===== src/spe_pkg.sv =====
// Shared types and constants for the swap permutation enumerator.
// Used by spe_swap_unit, the top level and the checker; no dependencies.
package spe_pkg;

    localparam int POS_W      = 3;
    localparam int DATA_W     = 32;
    localparam int CNT_W      = 32;
    localparam int CFG_W      = 4;
    localparam int S_FIELDS_W = POS_W + DATA_W;
    localparam int S_TDATA_W  = 40;
    localparam int M_FIELDS_W = POS_W + DATA_W + CNT_W;
    localparam int M_TDATA_W  = 72;

    localparam logic ACT_LOAD    = 1'b0;
    localparam logic ACT_REQUEST = 1'b1;

    localparam logic STAT_ELEMENT   = 1'b0;
    localparam logic STAT_EXHAUSTED = 1'b1;

    typedef enum logic [1:0] {
        OP_READ,
        OP_WRITE,
        OP_SWAP
    } unit_op_t;

    typedef struct packed {
        logic     valid;
        unit_op_t op;
    } unit_ctl_t;

    typedef enum logic [1:0] {
        US_IDLE,
        US_RD_B,
        US_WR_A,
        US_WR_B
    } unit_state_t;

    typedef enum logic [3:0] {
        ST_IDLE,
        ST_RST_STEP,
        ST_RST_WAIT,
        ST_LOAD_WR,
        ST_ADV_UNDO,
        ST_ADV_UWAIT,
        ST_ADV_CHECK,
        ST_ADV_RWAIT,
        ST_EMIT_RD,
        ST_EMIT_CAP,
        ST_EMIT_EXH
    } seq_state_t;

endpackage


===== src/spe_ram.sv =====
// Generic single-write, single-read RAM with registered read data.
// No dependencies.
module spe_ram #(
    parameter int WIDTH = 32,
    parameter int DEPTH = 8
) (
    input  logic                                     clk,
    input  logic                                     wr_en,
    input  logic [((DEPTH > 1) ? $clog2(DEPTH) : 1)-1:0] wr_addr,
    input  logic [WIDTH-1:0]                         wr_data,
    input  logic [((DEPTH > 1) ? $clog2(DEPTH) : 1)-1:0] rd_addr,
    output logic [WIDTH-1:0]                         rd_data
);

    logic [WIDTH-1:0] mem_reg [DEPTH];

    always_ff @(posedge clk)
    begin
        if (wr_en)
        begin
            mem_reg[wr_addr] <= wr_data;
        end
        rd_data <= mem_reg[rd_addr];
    end

endmodule


===== src/spe_swap_unit.sv =====
// Shared element unit: read, write and two-slot swap on the element RAM.
// Depends on spe_pkg and spe_ram.
module spe_swap_unit #(
    parameter int MAX_ELEMENTS = 8,
    parameter int ELEM_WIDTH   = 32,
    localparam int AW = (MAX_ELEMENTS > 1) ? $clog2(MAX_ELEMENTS) : 1
) (
    input  logic                   clk,
    input  logic                   rst_n,
    input  spe_pkg::unit_ctl_t     ctl,
    input  logic [AW-1:0]          addr_a,
    input  logic [AW-1:0]          addr_b,
    input  logic [ELEM_WIDTH-1:0]  wdata,
    output logic                   ready,
    output logic [ELEM_WIDTH-1:0]  rdata
);

    spe_pkg::unit_state_t state_reg, state_next;
    logic [AW-1:0]         a_reg, a_next;
    logic [AW-1:0]         b_reg, b_next;
    logic [ELEM_WIDTH-1:0] tmp_reg, tmp_next;

    logic                  ram_wr_en;
    logic [AW-1:0]         ram_wr_addr;
    logic [ELEM_WIDTH-1:0] ram_wr_data;
    logic [AW-1:0]         ram_rd_addr;
    logic [ELEM_WIDTH-1:0] ram_rd_data;

    spe_ram #(
        .WIDTH (ELEM_WIDTH),
        .DEPTH (MAX_ELEMENTS)
    ) u_ram (
        .clk     (clk),
        .wr_en   (ram_wr_en),
        .wr_addr (ram_wr_addr),
        .wr_data (ram_wr_data),
        .rd_addr (ram_rd_addr),
        .rd_data (ram_rd_data)
    );

    always_comb
    begin
        state_next = state_reg;
        unique case (state_reg)
            spe_pkg::US_IDLE:
            begin
                if (ctl.valid && ctl.op == spe_pkg::OP_SWAP && addr_a != addr_b)
                begin
                    state_next = spe_pkg::US_RD_B;
                end
            end
            spe_pkg::US_RD_B: state_next = spe_pkg::US_WR_A;
            spe_pkg::US_WR_A: state_next = spe_pkg::US_WR_B;
            spe_pkg::US_WR_B: state_next = spe_pkg::US_IDLE;
            default:          state_next = spe_pkg::US_IDLE;
        endcase
    end

    always_comb
    begin
        a_next      = a_reg;
        b_next      = b_reg;
        tmp_next    = tmp_reg;
        ram_wr_en   = 1'b0;
        ram_wr_addr = addr_a;
        ram_wr_data = wdata;
        ram_rd_addr = addr_a;
        unique case (state_reg)
            spe_pkg::US_IDLE:
            begin
                a_next = addr_a;
                b_next = addr_b;
                if (ctl.valid && ctl.op == spe_pkg::OP_WRITE)
                begin
                    ram_wr_en = 1'b1;
                end
            end
            spe_pkg::US_RD_B:
            begin
                ram_rd_addr = b_reg;
                tmp_next    = ram_rd_data;
            end
            spe_pkg::US_WR_A:
            begin
                ram_wr_en   = 1'b1;
                ram_wr_addr = a_reg;
                ram_wr_data = ram_rd_data;
            end
            spe_pkg::US_WR_B:
            begin
                ram_wr_en   = 1'b1;
                ram_wr_addr = b_reg;
                ram_wr_data = tmp_reg;
            end
            default:
            begin
                ram_wr_en = 1'b0;
            end
        endcase
    end

    always_ff @(posedge clk or negedge rst_n)
    begin
        if (!rst_n)
        begin
            state_reg <= spe_pkg::US_IDLE;
        end
        else
        begin
            state_reg <= state_next;
        end
    end

    always_ff @(posedge clk)
    begin
        a_reg   <= a_next;
        b_reg   <= b_next;
        tmp_reg <= tmp_next;
    end

    assign ready = (state_reg == spe_pkg::US_IDLE);
    assign rdata = ram_rd_data;

endmodule


===== src/swap_permutation_enumerator_top.sv =====
// Top level of the swap permutation enumerator: request sequencer, level stack,
// output register. Depends on spe_pkg and spe_swap_unit.
//
// Load requests write one element and restart; next requests emit the following
// permutation in depth-first swap-and-restore order, n elements with the last one
// marked, or a single exhausted result. All element moves go through one shared
// swap unit on the element RAM: a swap of two distinct slots reads both slots, then
// writes slot a and slot b; a swap of a slot with itself leaves the unit idle. A
// load first swaps back the levels still swapped (at most n). A next request
// swaps on the path back up the level stack and at the level that advances (at
// most n+1 swaps), then emits its elements as the output side takes them. The
// input is not ready for the whole of a request. A write of element_count
// restarts in the same way as a load.
module swap_permutation_enumerator_top #(
    parameter int MAX_ELEMENTS = 8,
    parameter int ELEM_WIDTH   = 32
) (
    input  logic                          clk,
    input  logic                          rst_n,
    input  logic                          s_axis_tvalid,
    output logic                          s_axis_tready,
    input  logic [spe_pkg::S_TDATA_W-1:0] s_axis_tdata,   // position, value, pad
    input  logic                          s_axis_tuser,   // action
    output logic                          m_axis_tvalid,
    input  logic                          m_axis_tready,
    output logic [spe_pkg::M_TDATA_W-1:0] m_axis_tdata,   // position_res, value_res,
                                                          // perm_count, pad
    output logic                          m_axis_tuser,   // status
    output logic                          m_axis_tlast,
    input  logic                          cfg_wr_en,
    input  logic [spe_pkg::CFG_W-1:0]     cfg_wr_data
);

    localparam int AW = (MAX_ELEMENTS > 1) ? $clog2(MAX_ELEMENTS) : 1;
    localparam int SW = $clog2(MAX_ELEMENTS + 1);

    spe_pkg::seq_state_t state_reg, state_next;

    logic [spe_pkg::CFG_W-1:0]  ec_reg, ec_next;
    logic                       rst_pend_reg, rst_pend_next;
    logic                       load_pend_reg, load_pend_next;
    logic [spe_pkg::POS_W-1:0]  ld_pos_reg, ld_pos_next;
    logic [spe_pkg::DATA_W-1:0] ld_val_reg, ld_val_next;
    logic [SW-1:0]              stack_reg [MAX_ELEMENTS];
    logic [SW-1:0]              stack_next [MAX_ELEMENTS];
    logic [SW-1:0]              depth_reg, depth_next;
    logic                       started_reg, started_next;
    logic                       exh_reg, exh_next;
    logic [spe_pkg::CNT_W-1:0]  cnt_reg, cnt_next;
    logic [SW-1:0]              lv_reg, lv_next;
    logic [SW-1:0]              k_reg, k_next;

    logic                       m_valid_reg, m_valid_next;
    logic                       m_status_reg, m_status_next;
    logic                       m_last_reg, m_last_next;
    logic [spe_pkg::POS_W-1:0]  m_pos_reg, m_pos_next;
    logic [spe_pkg::DATA_W-1:0] m_val_reg, m_val_next;
    logic [spe_pkg::CNT_W-1:0]  m_cnt_reg, m_cnt_next;

    spe_pkg::unit_ctl_t         u_ctl;
    logic [AW-1:0]              u_addr_a;
    logic [AW-1:0]              u_addr_b;
    logic [ELEM_WIDTH-1:0]      u_wdata;
    logic                       u_ready;
    logic [ELEM_WIDTH-1:0]      u_rdata;

    logic                       in_fire;
    logic                       out_free;
    logic                       restart_live;
    logic [SW-1:0]              lv_m1;
    logic [SW-1:0]              stack_lv;
    logic [SW-1:0]              stack_lv_m1;
    logic [SW-1:0]              stack_inc;
    logic [SW-1:0]              n_used;
    logic                       pos_ok;
    logic [spe_pkg::CNT_W-1:0]  cnt_inc;

    spe_swap_unit #(
        .MAX_ELEMENTS (MAX_ELEMENTS),
        .ELEM_WIDTH   (ELEM_WIDTH)
    ) u_swap_unit (
        .clk    (clk),
        .rst_n  (rst_n),
        .ctl    (u_ctl),
        .addr_a (u_addr_a),
        .addr_b (u_addr_b),
        .wdata  (u_wdata),
        .ready  (u_ready),
        .rdata  (u_rdata)
    );

    assign s_axis_tready = (state_reg == spe_pkg::ST_IDLE) && !rst_pend_reg && !cfg_wr_en;
    assign in_fire       = s_axis_tvalid && s_axis_tready;
    assign out_free      = !m_valid_reg || m_axis_tready;
    assign restart_live  = started_reg && !exh_reg && (lv_reg != '0);
    assign lv_m1         = lv_reg - SW'(1);
    assign stack_lv      = stack_reg[lv_reg[AW-1:0]];
    assign stack_lv_m1   = stack_reg[lv_m1[AW-1:0]];
    assign stack_inc     = stack_lv + SW'(1);
    assign pos_ok        = (32'(ld_pos_reg) < MAX_ELEMENTS);
    assign cnt_inc       = (cnt_reg == '1) ? cnt_reg : cnt_reg + 1'b1;

    always_comb
    begin
        if (ec_reg == '0)
        begin
            n_used = SW'(1);
        end
        else if ({1'b0, ec_reg} > 5'(MAX_ELEMENTS))
        begin
            n_used = SW'(MAX_ELEMENTS);
        end
        else
        begin
            n_used = SW'(ec_reg);
        end
    end

    always_comb
    begin
        state_next = state_reg;
        unique case (state_reg)
            spe_pkg::ST_IDLE:
            begin
                if (rst_pend_reg)
                begin
                    state_next = spe_pkg::ST_RST_STEP;
                end
                else if (in_fire)
                begin
                    if (s_axis_tuser == spe_pkg::ACT_LOAD)
                    begin
                        state_next = spe_pkg::ST_RST_STEP;
                    end
                    else if (exh_reg)
                    begin
                        state_next = spe_pkg::ST_EMIT_EXH;
                    end
                    else if (!started_reg)
                    begin
                        state_next = spe_pkg::ST_EMIT_RD;
                    end
                    else
                    begin
                        state_next = spe_pkg::ST_ADV_UNDO;
                    end
                end
            end
            spe_pkg::ST_RST_STEP:
            begin
                if (restart_live)
                begin
                    state_next = spe_pkg::ST_RST_WAIT;
                end
                else if (load_pend_reg)
                begin
                    state_next = spe_pkg::ST_LOAD_WR;
                end
                else
                begin
                    state_next = spe_pkg::ST_IDLE;
                end
            end
            spe_pkg::ST_RST_WAIT:
            begin
                if (u_ready)
                begin
                    state_next = spe_pkg::ST_RST_STEP;
                end
            end
            spe_pkg::ST_LOAD_WR:  state_next = spe_pkg::ST_IDLE;
            spe_pkg::ST_ADV_UNDO: state_next = spe_pkg::ST_ADV_UWAIT;
            spe_pkg::ST_ADV_UWAIT:
            begin
                if (u_ready)
                begin
                    state_next = spe_pkg::ST_ADV_CHECK;
                end
            end
            spe_pkg::ST_ADV_CHECK:
            begin
                if (stack_inc < depth_reg)
                begin
                    state_next = spe_pkg::ST_ADV_RWAIT;
                end
                else if (lv_reg == '0)
                begin
                    state_next = spe_pkg::ST_EMIT_EXH;
                end
                else
                begin
                    state_next = spe_pkg::ST_ADV_UNDO;
                end
            end
            spe_pkg::ST_ADV_RWAIT:
            begin
                if (u_ready)
                begin
                    state_next = spe_pkg::ST_EMIT_RD;
                end
            end
            spe_pkg::ST_EMIT_RD:
            begin
                if (out_free)
                begin
                    state_next = spe_pkg::ST_EMIT_CAP;
                end
            end
            spe_pkg::ST_EMIT_CAP:
            begin
                if (k_reg + SW'(1) == depth_reg)
                begin
                    state_next = spe_pkg::ST_IDLE;
                end
                else
                begin
                    state_next = spe_pkg::ST_EMIT_RD;
                end
            end
            spe_pkg::ST_EMIT_EXH:
            begin
                if (out_free)
                begin
                    state_next = spe_pkg::ST_IDLE;
                end
            end
            default: state_next = spe_pkg::ST_IDLE;
        endcase
    end

    always_comb
    begin
        ec_next        = cfg_wr_en ? cfg_wr_data : ec_reg;
        rst_pend_next  = rst_pend_reg;
        load_pend_next = load_pend_reg;
        ld_pos_next    = ld_pos_reg;
        ld_val_next    = ld_val_reg;
        stack_next     = stack_reg;
        depth_next     = depth_reg;
        started_next   = started_reg;
        exh_next       = exh_reg;
        cnt_next       = cnt_reg;
        lv_next        = lv_reg;
        k_next         = k_reg;
        m_valid_next   = m_valid_reg && !m_axis_tready;
        m_status_next  = m_status_reg;
        m_last_next    = m_last_reg;
        m_pos_next     = m_pos_reg;
        m_val_next     = m_val_reg;
        m_cnt_next     = m_cnt_reg;
        u_ctl.valid    = 1'b0;
        u_ctl.op       = spe_pkg::OP_READ;
        u_addr_a       = lv_reg[AW-1:0];
        u_addr_b       = stack_lv[AW-1:0];
        u_wdata        = ELEM_WIDTH'(ld_val_reg);

        unique case (state_reg)
            spe_pkg::ST_IDLE:
            begin
                if (rst_pend_reg)
                begin
                    load_pend_next = 1'b0;
                    lv_next        = depth_reg;
                end
                else if (in_fire)
                begin
                    if (s_axis_tuser == spe_pkg::ACT_LOAD)
                    begin
                        load_pend_next = 1'b1;
                        ld_pos_next    = s_axis_tdata[spe_pkg::POS_W-1:0];
                        ld_val_next    = s_axis_tdata[spe_pkg::S_FIELDS_W-1:spe_pkg::POS_W];
                        lv_next        = depth_reg;
                    end
                    else if (!exh_reg && !started_reg)
                    begin
                        for (int j = 0; j < MAX_ELEMENTS; j++)
                        begin
                            stack_next[j] = SW'(j);
                        end
                        depth_next   = n_used;
                        started_next = 1'b1;
                        cnt_next     = cnt_inc;
                        k_next       = '0;
                    end
                    else if (!exh_reg)
                    begin
                        lv_next = depth_reg - SW'(1);
                    end
                end
                rst_pend_next = cfg_wr_en;
            end
            spe_pkg::ST_RST_STEP:
            begin
                if (restart_live)
                begin
                    u_ctl.valid = 1'b1;
                    u_ctl.op    = spe_pkg::OP_SWAP;
                    u_addr_a    = lv_m1[AW-1:0];
                    u_addr_b    = stack_lv_m1[AW-1:0];
                    lv_next     = lv_m1;
                end
                else
                begin
                    started_next = 1'b0;
                    exh_next     = 1'b0;
                    cnt_next     = '0;
                end
            end
            spe_pkg::ST_LOAD_WR:
            begin
                u_ctl.valid = pos_ok;
                u_ctl.op    = spe_pkg::OP_WRITE;
                u_addr_a    = AW'(ld_pos_reg);
            end
            spe_pkg::ST_ADV_UNDO:
            begin
                u_ctl.valid = 1'b1;
                u_ctl.op    = spe_pkg::OP_SWAP;
            end
            spe_pkg::ST_ADV_CHECK:
            begin
                stack_next[lv_reg[AW-1:0]] = stack_inc;
                if (stack_inc < depth_reg)
                begin
                    u_ctl.valid = 1'b1;
                    u_ctl.op    = spe_pkg::OP_SWAP;
                    u_addr_b    = stack_inc[AW-1:0];
                end
                else if (lv_reg == '0)
                begin
                    exh_next = 1'b1;
                end
                else
                begin
                    lv_next = lv_m1;
                end
            end
            spe_pkg::ST_ADV_RWAIT:
            begin
                if (u_ready)
                begin
                    for (int j = 0; j < MAX_ELEMENTS; j++)
                    begin
                        if (SW'(j) > lv_reg)
                        begin
                            stack_next[j] = SW'(j);
                        end
                    end
                    cnt_next = cnt_inc;
                    k_next   = '0;
                end
            end
            spe_pkg::ST_EMIT_RD:
            begin
                u_ctl.valid = out_free;
                u_ctl.op    = spe_pkg::OP_READ;
                u_addr_a    = k_reg[AW-1:0];
            end
            spe_pkg::ST_EMIT_CAP:
            begin
                m_valid_next  = 1'b1;
                m_status_next = spe_pkg::STAT_ELEMENT;
                m_last_next   = (k_reg + SW'(1) == depth_reg);
                m_pos_next    = spe_pkg::POS_W'(k_reg);
                m_val_next    = spe_pkg::DATA_W'(u_rdata);
                m_cnt_next    = cnt_reg;
                k_next        = k_reg + SW'(1);
            end
            spe_pkg::ST_EMIT_EXH:
            begin
                if (out_free)
                begin
                    m_valid_next  = 1'b1;
                    m_status_next = spe_pkg::STAT_EXHAUSTED;
                    m_last_next   = 1'b1;
                    m_pos_next    = '0;
                    m_val_next    = '0;
                    m_cnt_next    = cnt_reg;
                end
            end
            default:
            begin
                u_ctl.valid = 1'b0;
            end
        endcase

        if (cfg_wr_en)
        begin
            rst_pend_next = 1'b1;
        end
    end

    always_ff @(posedge clk or negedge rst_n)
    begin
        if (!rst_n)
        begin
            state_reg     <= spe_pkg::ST_IDLE;
            ec_reg        <= spe_pkg::CFG_W'(1);
            rst_pend_reg  <= 1'b0;
            load_pend_reg <= 1'b0;
            for (int j = 0; j < MAX_ELEMENTS; j++)
            begin
                stack_reg[j] <= '0;
            end
            depth_reg     <= '0;
            started_reg   <= 1'b0;
            exh_reg       <= 1'b0;
            cnt_reg       <= '0;
            lv_reg        <= '0;
            k_reg         <= '0;
            m_valid_reg   <= 1'b0;
        end
        else
        begin
            state_reg     <= state_next;
            ec_reg        <= ec_next;
            rst_pend_reg  <= rst_pend_next;
            load_pend_reg <= load_pend_next;
            stack_reg     <= stack_next;
            depth_reg     <= depth_next;
            started_reg   <= started_next;
            exh_reg       <= exh_next;
            cnt_reg       <= cnt_next;
            lv_reg        <= lv_next;
            k_reg         <= k_next;
            m_valid_reg   <= m_valid_next;
        end
    end

    always_ff @(posedge clk)
    begin
        ld_pos_reg   <= ld_pos_next;
        ld_val_reg   <= ld_val_next;
        m_status_reg <= m_status_next;
        m_last_reg   <= m_last_next;
        m_pos_reg    <= m_pos_next;
        m_val_reg    <= m_val_next;
        m_cnt_reg    <= m_cnt_next;
    end

    assign m_axis_tvalid = m_valid_reg;
    assign m_axis_tuser  = m_status_reg;
    assign m_axis_tlast  = m_last_reg;
    assign m_axis_tdata  = {(spe_pkg::M_TDATA_W - spe_pkg::M_FIELDS_W)'(0),
                            m_cnt_reg, m_val_reg, m_pos_reg};

endmodule


===== config.mk =====
export PLATFORM = sky130hd
export DESIGN_NAME = swap_permutation_enumerator_top
export DESIGN_NICKNAME = d
export VERILOG_FILES = /design/src/spe_pkg.sv /design/src/spe_ram.sv /design/src/spe_swap_unit.sv /design/src/swap_permutation_enumerator_top.sv
export SDC_FILE = /design/constraint.sdc
export NUM_CORES = 1
export LEC_CHECK = 0
export ABC_AREA = 1
export BUFFER_PORTS_ARGS = -buffer_cell sky130_fd_sc_hd__buf_2
export CAP_MARGIN = 20
export CORE_MARGIN = 5
export CORE_UTILIZATION = 66
export CTS_CLUSTER_SIZE = 24
export DETAILED_ROUTE_END_ITERATION = 8
export PLACE_DENSITY = 0.81
export SLEW_MARGIN = 20
export SYNTH_ARGS = -nofsm -noshare
export SYNTH_HDL_FRONTEND = slang
export SYNTH_HIERARCHICAL = 1
export SYNTH_SLANG_ARGS = --single-unit

===== constraint.sdc =====
create_clock -name clk -period 16.6 [get_ports clk]
set_clock_uncertainty 0.1 [all_clocks]
set_input_delay 3.32 -clock clk [delete_from_list [all_inputs] [get_ports clk]]
set_output_delay 3.32 -clock clk [all_outputs]
set_load 0.005 [all_outputs]

==> results of run 1 <==
==> cell families (layout without fill, tap and decap cells) <==
| group | Yosys count | after routing | share of synthesized area |
|---|---|---|---|
| xor+xnor | 38 | 38 | 0.01412 |
| flops | 521 | 521 | 0.6311 |
| mux | 1 | 1 | 0.0004779 |
| fa+ha+maj | 17 | 17 | 0.009027 |
| buf+inv | 483 | 625 | 0.08788 |
| simple gates | 1179 | 1179 | 0.2090 |
| compound gates | 158 | 158 | 0.04827 |
| other cells | 1 | 5 | 0.0001591 |
==> power by group through the flow <==
stage | logic (uW) | registers (uW) | clock network [uW]
finish | 2660 | 2120 | 1110
global route | 2940 | 2150 | 1180
CTS | 2630 | 2120 | 1130
detailed placement | 2600 | 2140 | 0
global placement | 2490 | 2120 | 0
floorplan | 1950 | 2100 | 0
==> through the flow <==
step | power, uW | std cells | utilization | instance area (um2) | hold slack [ns]
finish | 5892 | 3005 | 0.7362 | 26060 | 0.3571
global route | 6278 | 3005 | 0.7362 | 26060 | 0.3691
CTS | 5878 | 3005 | 0.7362 | 26060 | 0.3570
detailed placement | 4740 | 2910 | 0.6905 | 24440 | 0.3412
global placement | 4615 | 2910 | 0.6905 | 24440 | 0.3346
floorplan | 4054 | 2402 | - | 23580 | 0.3308
==> cell type report <==
type	instances	area share
Sequential cell	521	0.5707
Multi-Input combinational cell	1398	0.2592
Inverter	389	0.05618
Clock buffer	68	0.05258
Timing Repair Buffer	141	0.02967
Tap cell	461	0.02214
Clock inverter	27	0.009507
==> placed cells by master (no fill, tap or decap), drive strengths merged, types with 2 or more instances in the layout <==
cell	count
nand4	24
or2	3
bufinv	4
o21ai	71
nor2	164
o22ai	6
clkinv	25
dfxtp	32
clkbuf	68
xnor2	17
inv	386
a31oi	2
xor2	21
a21oi	19
nor3b	2
o31ai	4
a22oi	34
nand3	212
nand2	748
buf	141
o211ai	13
nor3	23
nor4	3
conb	5
edfxtp	398
o2111ai	3
dfrtp	90
ha	17
==> worst max-delay path by stage <==
stage                                            end  cells past startpoint  slack (ns)
after floorplan           m_axis_tlast$_SDFFCE_PP1P_                      2        7.69
final                                  s_axis_tready                      3        9.38
after global routing                   s_axis_tready                      3        9.36
after detailed placement               s_axis_tready                      3        9.39
after CTS                              s_axis_tready                      3        9.38
after global placement                 s_axis_tready                      3        9.39
==> per-layer routing <==
| layer | part of all wire | vias to the layer above |
|---|---|---|
| met5 | 0.00050 | - |
| met4 | 0.037 | 6 |
| met3 | 0.079 | 158 |
| met2 | 0.49 | 745 |
| met1 | 0.39 | 8038 |
| li1 | - | 7946 |
==> worst max-delay path, stage by stage <==
cell    delay [ns]
buf_2         0.16
nor3_2        0.18
buf_2         0.14
==> results.sh, run 1 <==
export IMPL_status="finished clean"
export IMPL_worstMarginPinSlew_ns=0.9951
export IMPL_grt_pass1_wl_mm=87.54
export IMPL_largest_reg_flops=256
export IMPL_avgSynthCellArea_um2=9.826
export IMPL_final_antenna_net_count=0
export IMPL_pwr_share_clk=0.189
export IMPL_cts_buffer_depth=3
export IMPL_num_antenna_cells=0
export IMPL_synth_largest_area_cell="edfxtp_1"
export IMPL_cts_repair_resized=0
export IMPL_dieArea_mm2=0.03958
export IMPL_rows=69
export IMPL_core_area_mm2=0.03540
export IMPL_p_comb_frac=0.451
export IMPL_port_buffers=115
export IMPL_reg2reg_depth=16
export IMPL_seqCellArea_mm2=0.01487
export IMPL_synth_common_cells="nand2_1 (744), edfxtp_1 (398), inv_1 (370)"
export IMPL_multiInputGateArea_mm2=0.006755
export IMPL_min_to="u_swap_unit/tmp_reg[9]$_DFFE_PN_"
export IMPL_syn2layout_area_growth_pct=10.58
export IMPL_async_reset_ff_frac=0.1747
export IMPL_grt_start_max_net_pins=72
export IMPL_ys_ff_latch=521
export IMPL_synth_area_mm2=0.02356
export IMPL_vias_per_cell=5.622
export IMPL_place_congestion=0.9880
export IMPL_hold_class="reg2reg"
export IMPL_synth_most_common_cell="nand2_1"
export IMPL_maxCapViolCount=0
export IMPL_drc=0
export IMPL_p_leak_uw=0.01152
export IMPL_tritoncts="yes"
export IMPL_drive_gt1_frac=0.1222
export IMPL_cts_hold_buf=0
export IMPL_die_h_um=199.0
export IMPL_internal_power_uw=3312
export IMPL_wl_mm=55.84
export IMPL_synth_seq_area_share=0.6311
export IMPL_grt_pass1_vias=16910
export IMPL_clock_latency_ns=0.59
export IMPL_worst_slack_ns=9.379
export IMPL_pre_cts_ws_ns=9.386
export IMPL_io_pin_count=126
export IMPL_nets=2569
export IMPL_wl_per_cell_um=18.58
export IMPL_relSlewSlack=0.3366
export IMPL_dr_pass1_iters=5
export IMPL_fill_cells=2392
export IMPL_worstPathMaxFanout=10
export IMPL_period_needed_ns=7.221
export IMPL_pwr_share_seq=0.360
export IMPL_timing_rr_start="state_reg[0]$_DFFE_PN0P_"
export IMPL_start_util=0.6657
export IMPL_ir_worst_vdd_mv=0.1856
export IMPL_crit_required_ns=13.18
export IMPL_min_from="u_swap_unit/u_ram/rd_data[9]$_DFF_P_"
export IMPL_worstSetupStartpointType="input port"
export IMPL_synth_cell_type_count=53
export IMPL_drt_iter0_drc=1295
export IMPL_yosys_warnings=6
export IMPL_tns_ns=0
export IMPL_r2r_setup_slack_ns=10.90
export IMPL_syn_inst=2398
export IMPL_die_x_um=199.0
export IMPL_h_tree_depth=2
export IMPL_fmax_mhz=138.5
export IMPL_r2r_end="u_swap_unit/u_ram/rd_data[15]$_DFF_P_"
export IMPL_finalHoldViolations=0
export IMPL_p_sw_uw=2580
export IMPL_grt_overflow=0
export IMPL_timing_final_crit_share=0.4350
export IMPL_cp_data_arrival_time_ns=3.80
export IMPL_rsz0062_at_grt="no"
export IMPL_numCtsBuffers=51
export IMPL_hold_path_depth=0
export IMPL_grt_util_met3=0.04370
export IMPL_synthTopCellsByArea="edfxtp_1 (51%), nand2_1 (12%), dfrtp_1 (9.6%)"
export IMPL_yosysTopAreaCellShare=0.5072
export IMPL_top_usage_layer="met2"
export IMPL_path_clk_slew_ns=0.06
export IMPL_end_kind="output pin"
export IMPL_synth_ff_type="edfxtp_1"
export IMPL_grtUsageMet2=0.4846
export IMPL_slew_viol_final=0
export IMPL_antenna_found_initial=3
export IMPL_sw_frac_of_total=0.4379
export IMPL_p_per_area_mw_per_mm2=226.1
export IMPL_path_class="in2out"
export IMPL_vias=16890
export IMPL_gr_usage_met1=0.3683
export IMPL_cts_sinks=521
export IMPL_cts_setup_buffers=0
export IMPL_synth_edff_count=398
export IMPL_dp_hpwl_mm=32.76
export IMPL_root_buffer="clkbuf_16"
export IMPL_setup_violations=0
export IMPL_critPathLaunch="cfg_wr_en"
export IMPL_grt_use_total=0.2834
(Power assumes the default switching activity.)
==> run 2: changes to the inputs <==
--- a/config.mk
+++ b/config.mk
@@ -5,14 +5,14 @@
 export SDC_FILE = /design/constraint.sdc
 export NUM_CORES = 1
 export LEC_CHECK = 0
-export ABC_AREA = 1
+export ABC_AREA = 0
 export BUFFER_PORTS_ARGS = -buffer_cell sky130_fd_sc_hd__buf_2
 export CAP_MARGIN = 20
 export CORE_MARGIN = 5
-export CORE_UTILIZATION = 66
+export CORE_UTILIZATION = 55
 export CTS_CLUSTER_SIZE = 24
 export DETAILED_ROUTE_END_ITERATION = 8
-export PLACE_DENSITY = 0.81
+export PLACE_DENSITY = 0.72
 export SLEW_MARGIN = 20
 export SYNTH_ARGS = -nofsm -noshare
 export SYNTH_HDL_FRONTEND = slang
==> constraint.sdc (replaced) <==
create_clock -name clk -period 6.3 [get_ports clk]
set_clock_uncertainty 0.1 [all_clocks]
set_input_delay 1.26 -clock clk [delete_from_list [all_inputs] [get_ports clk]]
set_output_delay 1.26 -clock clk [all_outputs]
set_load 0.005 [all_outputs]
==> run 2 against run 1 <==
Register-to-register slack got worse by 10 ns. Critical path type is now reg2reg. Sequential share of layout area increased by 3.3 points. Largest power group is now sequential cells. Sequential power increased to 2.7 times the previous value. Highest routed layer is now met4.
==> results.sh, run 2 <==
export IMPL_status="finished clean"
export IMPL_slew_viol_final=0
export IMPL_grt_overflow=0
export IMPL_worst_slack_ns=0.9259
export IMPL_syn_inst=1394
export IMPL_async_reset_ff_frac=0.1747
export IMPL_ys_ff_latch=521
export IMPL_path_class="reg2reg"
export IMPL_h_tree_depth=2
export IMPL_synth_seq_area_share=0.6899
export IMPL_finalHoldViolations=0
export IMPL_root_buffer="clkbuf_16"
export IMPL_r2r_setup_slack_ns=0.93
export IMPL_setup_violations=0
export IMPL_avgSynthCellArea_um2=15.46
export IMPL_largest_reg_flops=256
export IMPL_maxCapViolCount=0
export IMPL_io_pin_count=126
export IMPL_grt_use_total=0.2060
export IMPL_crit_path_end="u_swap_unit/u_ram/mem_reg[0][16]$_DFFE_PP_"
export IMPL_cp_data_arrival_time_ns=5.55
export IMPL_p_leak_uw=0.008812
export IMPL_path_clk_slew_ns=0.06
export IMPL_die_h_um=208.0
export IMPL_dr_pass1_iters=5
export IMPL_yosys_warnings=6
export IMPL_cts_sinks=521
export IMPL_drive_gt1_frac=0.2128
export IMPL_wl_met1_mm=19.00
export IMPL_synth_edff_count=398
export IMPL_worstMarginPinSlew_ns=0.9969
export IMPL_synth_ff_type="edfxtp_1"
export IMPL_syn2layout_area_growth_pct=14.27
export IMPL_rows=72
export IMPL_rsz0062_at_grt="no"
export IMPL_nets=1590
export IMPL_wl_met2_mm=21.79
export IMPL_final_common_cell="edfxtp_1"
export IMPL_period_needed_ns=5.374
export IMPL_grt_pass1_vias=12330
export IMPL_synth_common_cells="edfxtp_1 (398), nor2_1 (107), nand2_1 (105)"
export IMPL_synth_area_mm2=0.02155
export IMPL_cts_hold_buf=0
export IMPL_grt_pass1_wl_mm=70.37
export IMPL_wl_mm=45.00
export IMPL_pre_cts_ws_ns=1.001
export IMPL_worstPathMaxFanout=13
export IMPL_tns_ns=0
export IMPL_wl_per_cell_um=21.60
export IMPL_timing_rr_start="lv_reg[0]$_DFFE_PN0P_"
export IMPL_critPathLaunch="lv_reg[0]$_DFFE_PN0P_"
export IMPL_vias=12350
export IMPL_drc=0
export IMPL_fmax_mhz=186.1
export IMPL_timing_final_crit_share=0.8530
export IMPL_cts_setup_buffers=0
export IMPL_dp_hpwl_mm=26.45
export IMPL_crit_required_ns=6.48
export IMPL_grt_start_max_net_pins=70
export IMPL_wl_met3_mm=3.094
export IMPL_p_per_area_mw_per_mm2=555.9
export IMPL_ir_worst_vdd_mv=0.3104
export IMPL_dieArea_mm2=0.04325
export IMPL_synthTopCellsByArea="edfxtp_1 (55%), dfrtp_1 (10%), mux4_1 (4.9%)"
export IMPL_yosysTopAreaCellShare=0.5545
export IMPL_end_kind="flop"
export IMPL_cts_repair_resized=0
export IMPL_routed_top_layer="met4"
export IMPL_place_congestion=0.8939
export IMPL_num_antenna_cells=0
export IMPL_antenna_found_initial=1
export IMPL_hold_class="reg2reg"
export IMPL_fill_cells=2805
export IMPL_start_util=0.5564
export IMPL_final_antenna_net_count=0
export IMPL_synth_largest_area_cell="edfxtp_1"
export IMPL_die_x_um=208.0
export IMPL_synth_most_common_cell="edfxtp_1"
export IMPL_final_cell_mix="edfxtp_1 (398), buf_2 (114), nand2_1 (105), nor2_1 (101), dfrtp_1 (90)"
export IMPL_tritoncts="yes"
export IMPL_vias_per_cell=5.927
export IMPL_port_buffers=115
export IMPL_core_area_mm2=0.03874
export IMPL_synth_cell_type_count=81
export IMPL_numCtsBuffers=50
export IMPL_worstSetupStartpointType="flop"
export IMPL_r2r_end="u_swap_unit/u_ram/mem_reg[0][16]$_DFFE_PP_"
export IMPL_clock_latency_ns=0.59
export IMPL_cts_buffer_depth=3
export IMPL_drt_iter0_drc=969
export IMPL_relSlewSlack=0.3354
export IMPL_reg2reg_depth=17
## run 2: through the flow
stage          hold slack [ns]    util  total power [uW]  cells  instance area (um2)
2_1_floorplan           0.3223       -              9026   1398                21580
3_3_place_gp            0.3310  0.5904             10440   1989                22870
3_5_place_dp            0.3418  0.5904             10620   1989                22870
4_1_cts                 0.3581  0.6358             13790   2083                24630
5_1_grt                 0.3755  0.6358             14420   2083                24630
6_report                0.3579  0.6358             13690   2083                24630
## run 2: worst min-delay path by stage
stage | startpoint | endpoint | cells past startpoint
4_1_cts | u_swap_unit/u_ram/rd_data[22]$_DFF_P_ | u_swap_unit/tmp_reg[22]$_DFFE_PN_ | 0
5_1_grt | u_swap_unit/u_ram/rd_data[29]$_DFF_P_ | u_swap_unit/tmp_reg[29]$_DFFE_PN_ | 0
3_5_place_dp | u_swap_unit/u_ram/rd_data[20]$_DFF_P_ | u_swap_unit/tmp_reg[20]$_DFFE_PN_ | 0
2_1_floorplan | u_swap_unit/u_ram/rd_data[0]$_DFF_P_ | u_swap_unit/tmp_reg[0]$_DFFE_PN_ | 0
6_report | u_swap_unit/u_ram/rd_data[8]$_DFF_P_ | u_swap_unit/tmp_reg[8]$_DFFE_PN_ | 0
3_3_place_gp | u_swap_unit/u_ram/rd_data[20]$_DFF_P_ | u_swap_unit/tmp_reg[20]$_DFFE_PN_ | 0
## run 2: layout make-up
type | count | area [um2] | area share
tap | 518 | 648.1 | 0.02631
inverter | 21 | 78.83 | 0.003200
multi-input combinational | 786 | 6349 | 0.2578
clock inverter | 24 | 307.8 | 0.01250
timing repair buffer | 143 | 925.9 | 0.03759
clock buffer | 70 | 1450 | 0.05888
sequential | 521 | 14870 | 0.6038
## run 2: cell families (layout without fill, tap and decap cells)
kind of cell             count (synthesis)  after routing  synth area share
flip-flops                             521            521            0.6899
AO/OA/AOI/OAI                          199            199           0.05660
buffers and inverters                   91            258           0.01991
XOR/XNOR                                39             39           0.01585
multiplexers                           140            140            0.1182
AND/OR/NAND/NOR                        386            386           0.08945
adder cells (fa/ha/maj)                 17             17          0.009868
other                                    1              5         0.0001740
## run 2: worst max-delay path: stages (launching register included)
cell,delay (ns)
dfrtp_1,0.76
buf_4,0.32
mux2i_1,0.20
o21ai_1,0.09
a211oi_2,0.43
nand3b_1,0.18
xnor2_1,0.15
inv_1,0.07
ha_1,0.29
a2111oi_1,0.71
a22oi_4,0.15
nor2_2,0.30
or4_1,0.18
a41oi_1,0.14
nor2_1,0.19
nand2b_1,0.26
nor3_4,0.26
buf_4,0.28
## run 2: metal layers
metal / vias up / GRT usage
met2: 456 / 0.3349
li1: 5611 / -
met3: 78 / 0.04278
met1: 6200 / 0.2856
met5: - / 0
met4: 0 / 0.06229
## run 2: power breakdown
| part | switching (uW) | internal, uW | total (uW) | leakage [uW] |
|---|---|---|---|---|
| Combinational | 2860 | 2010 | 4870 | 0.00291 |
| Clock | 1260 | 1860 | 3130 | 0.000856 |
| Sequential | 395 | 5300 | 5700 | 0.00504 |
| Total | 4520 | 9180 | 13700 | 0.00881 |
==> run 3: changes to the inputs <==
--- a/config.mk
+++ b/config.mk
@@ -6,13 +6,13 @@
 export NUM_CORES = 1
 export LEC_CHECK = 0
 export ABC_AREA = 0
-export BUFFER_PORTS_ARGS = -buffer_cell sky130_fd_sc_hd__buf_2
 export CAP_MARGIN = 20
 export CORE_MARGIN = 5
 export CORE_UTILIZATION = 55
 export CTS_CLUSTER_SIZE = 24
 export DETAILED_ROUTE_END_ITERATION = 8
-export PLACE_DENSITY = 0.72
+export DONT_BUFFER_PORTS = 1
+export PLACE_DENSITY = 0.69
 export SLEW_MARGIN = 20
 export SYNTH_ARGS = -nofsm -noshare
 export SYNTH_HDL_FRONTEND = slang
==> run 3 against run 2 <==
Maximum frequency up 0.85%. Non-clock buffer count is 116 lower. Largest power group unchanged. Highest routed layer unchanged. Utilization fell by 1.4 points. Routed wire length fell by 1.1%. Clock power increased by 2%. Critical endpoint is now u_swap_unit/u_ram/mem_reg[0][24]$_DFFE_PP_.
==> results.sh, run 3 (synthesis results as in run 2) <==
export IMPL_status="finished clean"
export IMPL_internal_power_uw=9062
export IMPL_worstMarginPinSlew_ns=1.011
export IMPL_syn2layout_area_growth_pct=11.77
export IMPL_crit_required_ns=6.48
export IMPL_hold_class="in2async"
export IMPL_die_h_um=208.0
export IMPL_sw_frac_of_total=0.3305
export IMPL_fmax_mhz=187.7
export IMPL_tritoncts="yes"
export IMPL_vias=11830
export IMPL_wl_met3_mm=2.209
export IMPL_end_kind="flop"
export IMPL_io_pin_count=126
export IMPL_p_comb_frac=0.339
export IMPL_antenna_found_initial=0
export IMPL_numCtsBuffers=53
export IMPL_vias_per_cell=5.995
export IMPL_nets=1477
export IMPL_wl_mm=44.49
export IMPL_ir_worst_vdd_mv=0.3297
export IMPL_root_buffer="clkbuf_16"
export IMPL_placed_cells=1873
export IMPL_wl_met1_mm=19.73
export IMPL_dieArea_mm2=0.04325
export IMPL_die_x_um=208.0
export IMPL_p_per_area_mw_per_mm2=561.8
export IMPL_relSlewSlack=0.3191
export IMPL_worstPathMaxFanout=32
export IMPL_cts_hold_buf=0
export IMPL_drive_gt1_frac=0.1553
export IMPL_h_tree_depth=2
export IMPL_period_needed_ns=5.329
export IMPL_path_cells="buf_4 > mux4_2 > mux2_4 > ha_1 > xor2_1 > inv_1 > ha_1 > a2111oi_1 > a22oi_4 > nor2_2 > or4_1 > a41oi_1 > nor2_1 > nand2b_1 > nor3_4 > buf_12"
export IMPL_max_stage_delay_ns=0.66
export IMPL_tns_ns=0
export IMPL_start_util=0.5564
export IMPL_place_congestion=0.8993
export IMPL_timing_final_crit_share=0.8458
export IMPL_reg2reg_depth=16
export IMPL_drc=0
export IMPL_pre_cts_ws_ns=0.9721
export IMPL_dr_pass1_iters=5
export IMPL_cts_setup_buffers=0
export IMPL_wl_met2_mm=21.62
export IMPL_grt_overflow=0
export IMPL_final_antenna_net_count=0
export IMPL_largest_reg_flops=256
export IMPL_stdcell_area_mm2=0.02409
export IMPL_drt_iter0_drc=932
export IMPL_clock_latency_ns=0.61
export IMPL_wl_per_cell_um=22.54
export IMPL_core_area_mm2=0.03874
export IMPL_path_clk_slew_ns=0.06
export IMPL_cts_buffer_depth=3
export IMPL_p_sw_uw=4474
export IMPL_maxCapViolCount=0
export IMPL_routed_top_layer="met4"
export IMPL_worst_slack_ns=0.9714
export IMPL_final_cell_mix="edfxtp_1 (398), nand2_1 (105), nor2_1 (101), dfrtp_1 (90), o21ai_0 (72)"
export IMPL_p_leak_uw=0.008355
export IMPL_cp_common_cell="ha_1"
export IMPL_grt_start_max_net_pins=92
export IMPL_cts_repair_resized=0
export IMPL_cts_sinks=521
export IMPL_pwr_share_seq=0.425
export IMPL_port_buffers=0
export IMPL_cp_data_arrival_time_ns=5.51
export IMPL_setup_violations=0
export IMPL_post_dp_cell_area_mm2=0.02228
export IMPL_worstSetupStartpointType="flop"
export IMPL_pwr_share_clk=0.236
export IMPL_grt_pass1_wl_mm=70.25
export IMPL_dp_hpwl_mm=26.07
export IMPL_final_common_cell="edfxtp_1"
export IMPL_critPathSlowestCell="dfrtp_1"
export IMPL_slew_viol_final=0
export IMPL_grt_pass1_vias=12000
export IMPL_rsz0062_at_grt="no"
export IMPL_path_class="reg2reg"
export IMPL_utilization=0.6219
export IMPL_rows=72
export IMPL_finalHoldViolations=0
export IMPL_stdcell_count=1974
export IMPL_grt_use_total=0.2052
run 3: worst paths after layout:
kind	start	to	slack, ns
min in group clk	u_swap_unit/u_ram/rd_data[18]$_DFF_P_	u_swap_unit/tmp_reg[18]$_DFFE_PN_	0.34
max in group asynchronous	rst_n	ec_reg[0]$_DFFE_PN1P_	5.60
min	rst_n	stack_reg[17]$_DFFE_PN0P_	0.26
max	lv_reg[0]$_DFFE_PN0P_	u_swap_unit/u_ram/mem_reg[0][24]$_DFFE_PP_	0.97
max reg2reg	lv_reg[0]$_DFFE_PN0P_	u_swap_unit/u_ram/mem_reg[0][24]$_DFFE_PP_	0.97
min reg2reg	u_swap_unit/u_ram/rd_data[18]$_DFF_P_	u_swap_unit/tmp_reg[18]$_DFFE_PN_	0.34
run 3: layout make-up:
cell class / instances / area, um2
diodes: 1 / 2.502
clock buffers: 69 / 1456
clock inverters: 31 / 356.6
fillers: 2808 / 14650
inverters: 21 / 78.83
multi-input cells: 786 / 6364
flip-flops and latches: 521 / 14870
well taps: 518 / 648.1
repair buffers: 27 / 315.3
run 3: power groups by stage:
stage | logic, uW | registers, uW | clock network (uW)
6_report | 4580 | 5750 | 3200
5_1_grt | 5020 | 5850 | 3410
4_1_cts | 4630 | 5770 | 3270
3_5_place_dp | 4610 | 5820 | 0
3_3_place_gp | 4500 | 5780 | 0
2_1_floorplan | 3380 | 5650 | 0
run 3: critical path, delay by kind of cell, from the launching register on:
kind	cells	cell delay, ns
AOI/OAI and AO/OA	3	0.90
adders and majority gates	2	0.45
and+or+nand+nor	5	1.17
DFF	1	0.66
muxes	2	0.85
xor gates and xnor gates	1	0.21
buffers and inverters	3	0.65
run 3: routing by layer:
layer / vias up / global-route usage
li1: 5386 / -
met4: 0 / 0.05617
met5: - / 0
met3: 70 / 0.03705
met2: 333 / 0.3340
met1: 6045 / 0.2907
run 3: through the flow:
step / power [uW] / hold WS [ns]
after global placement: 10280 / 0.3337
after floorplan: 9026 / 0.3223
after CTS: 13670 / 0.2149
after global routing: 14290 / 0.2380
after detailed placement: 10440 / 0.3395
final: 13540 / 0.2635
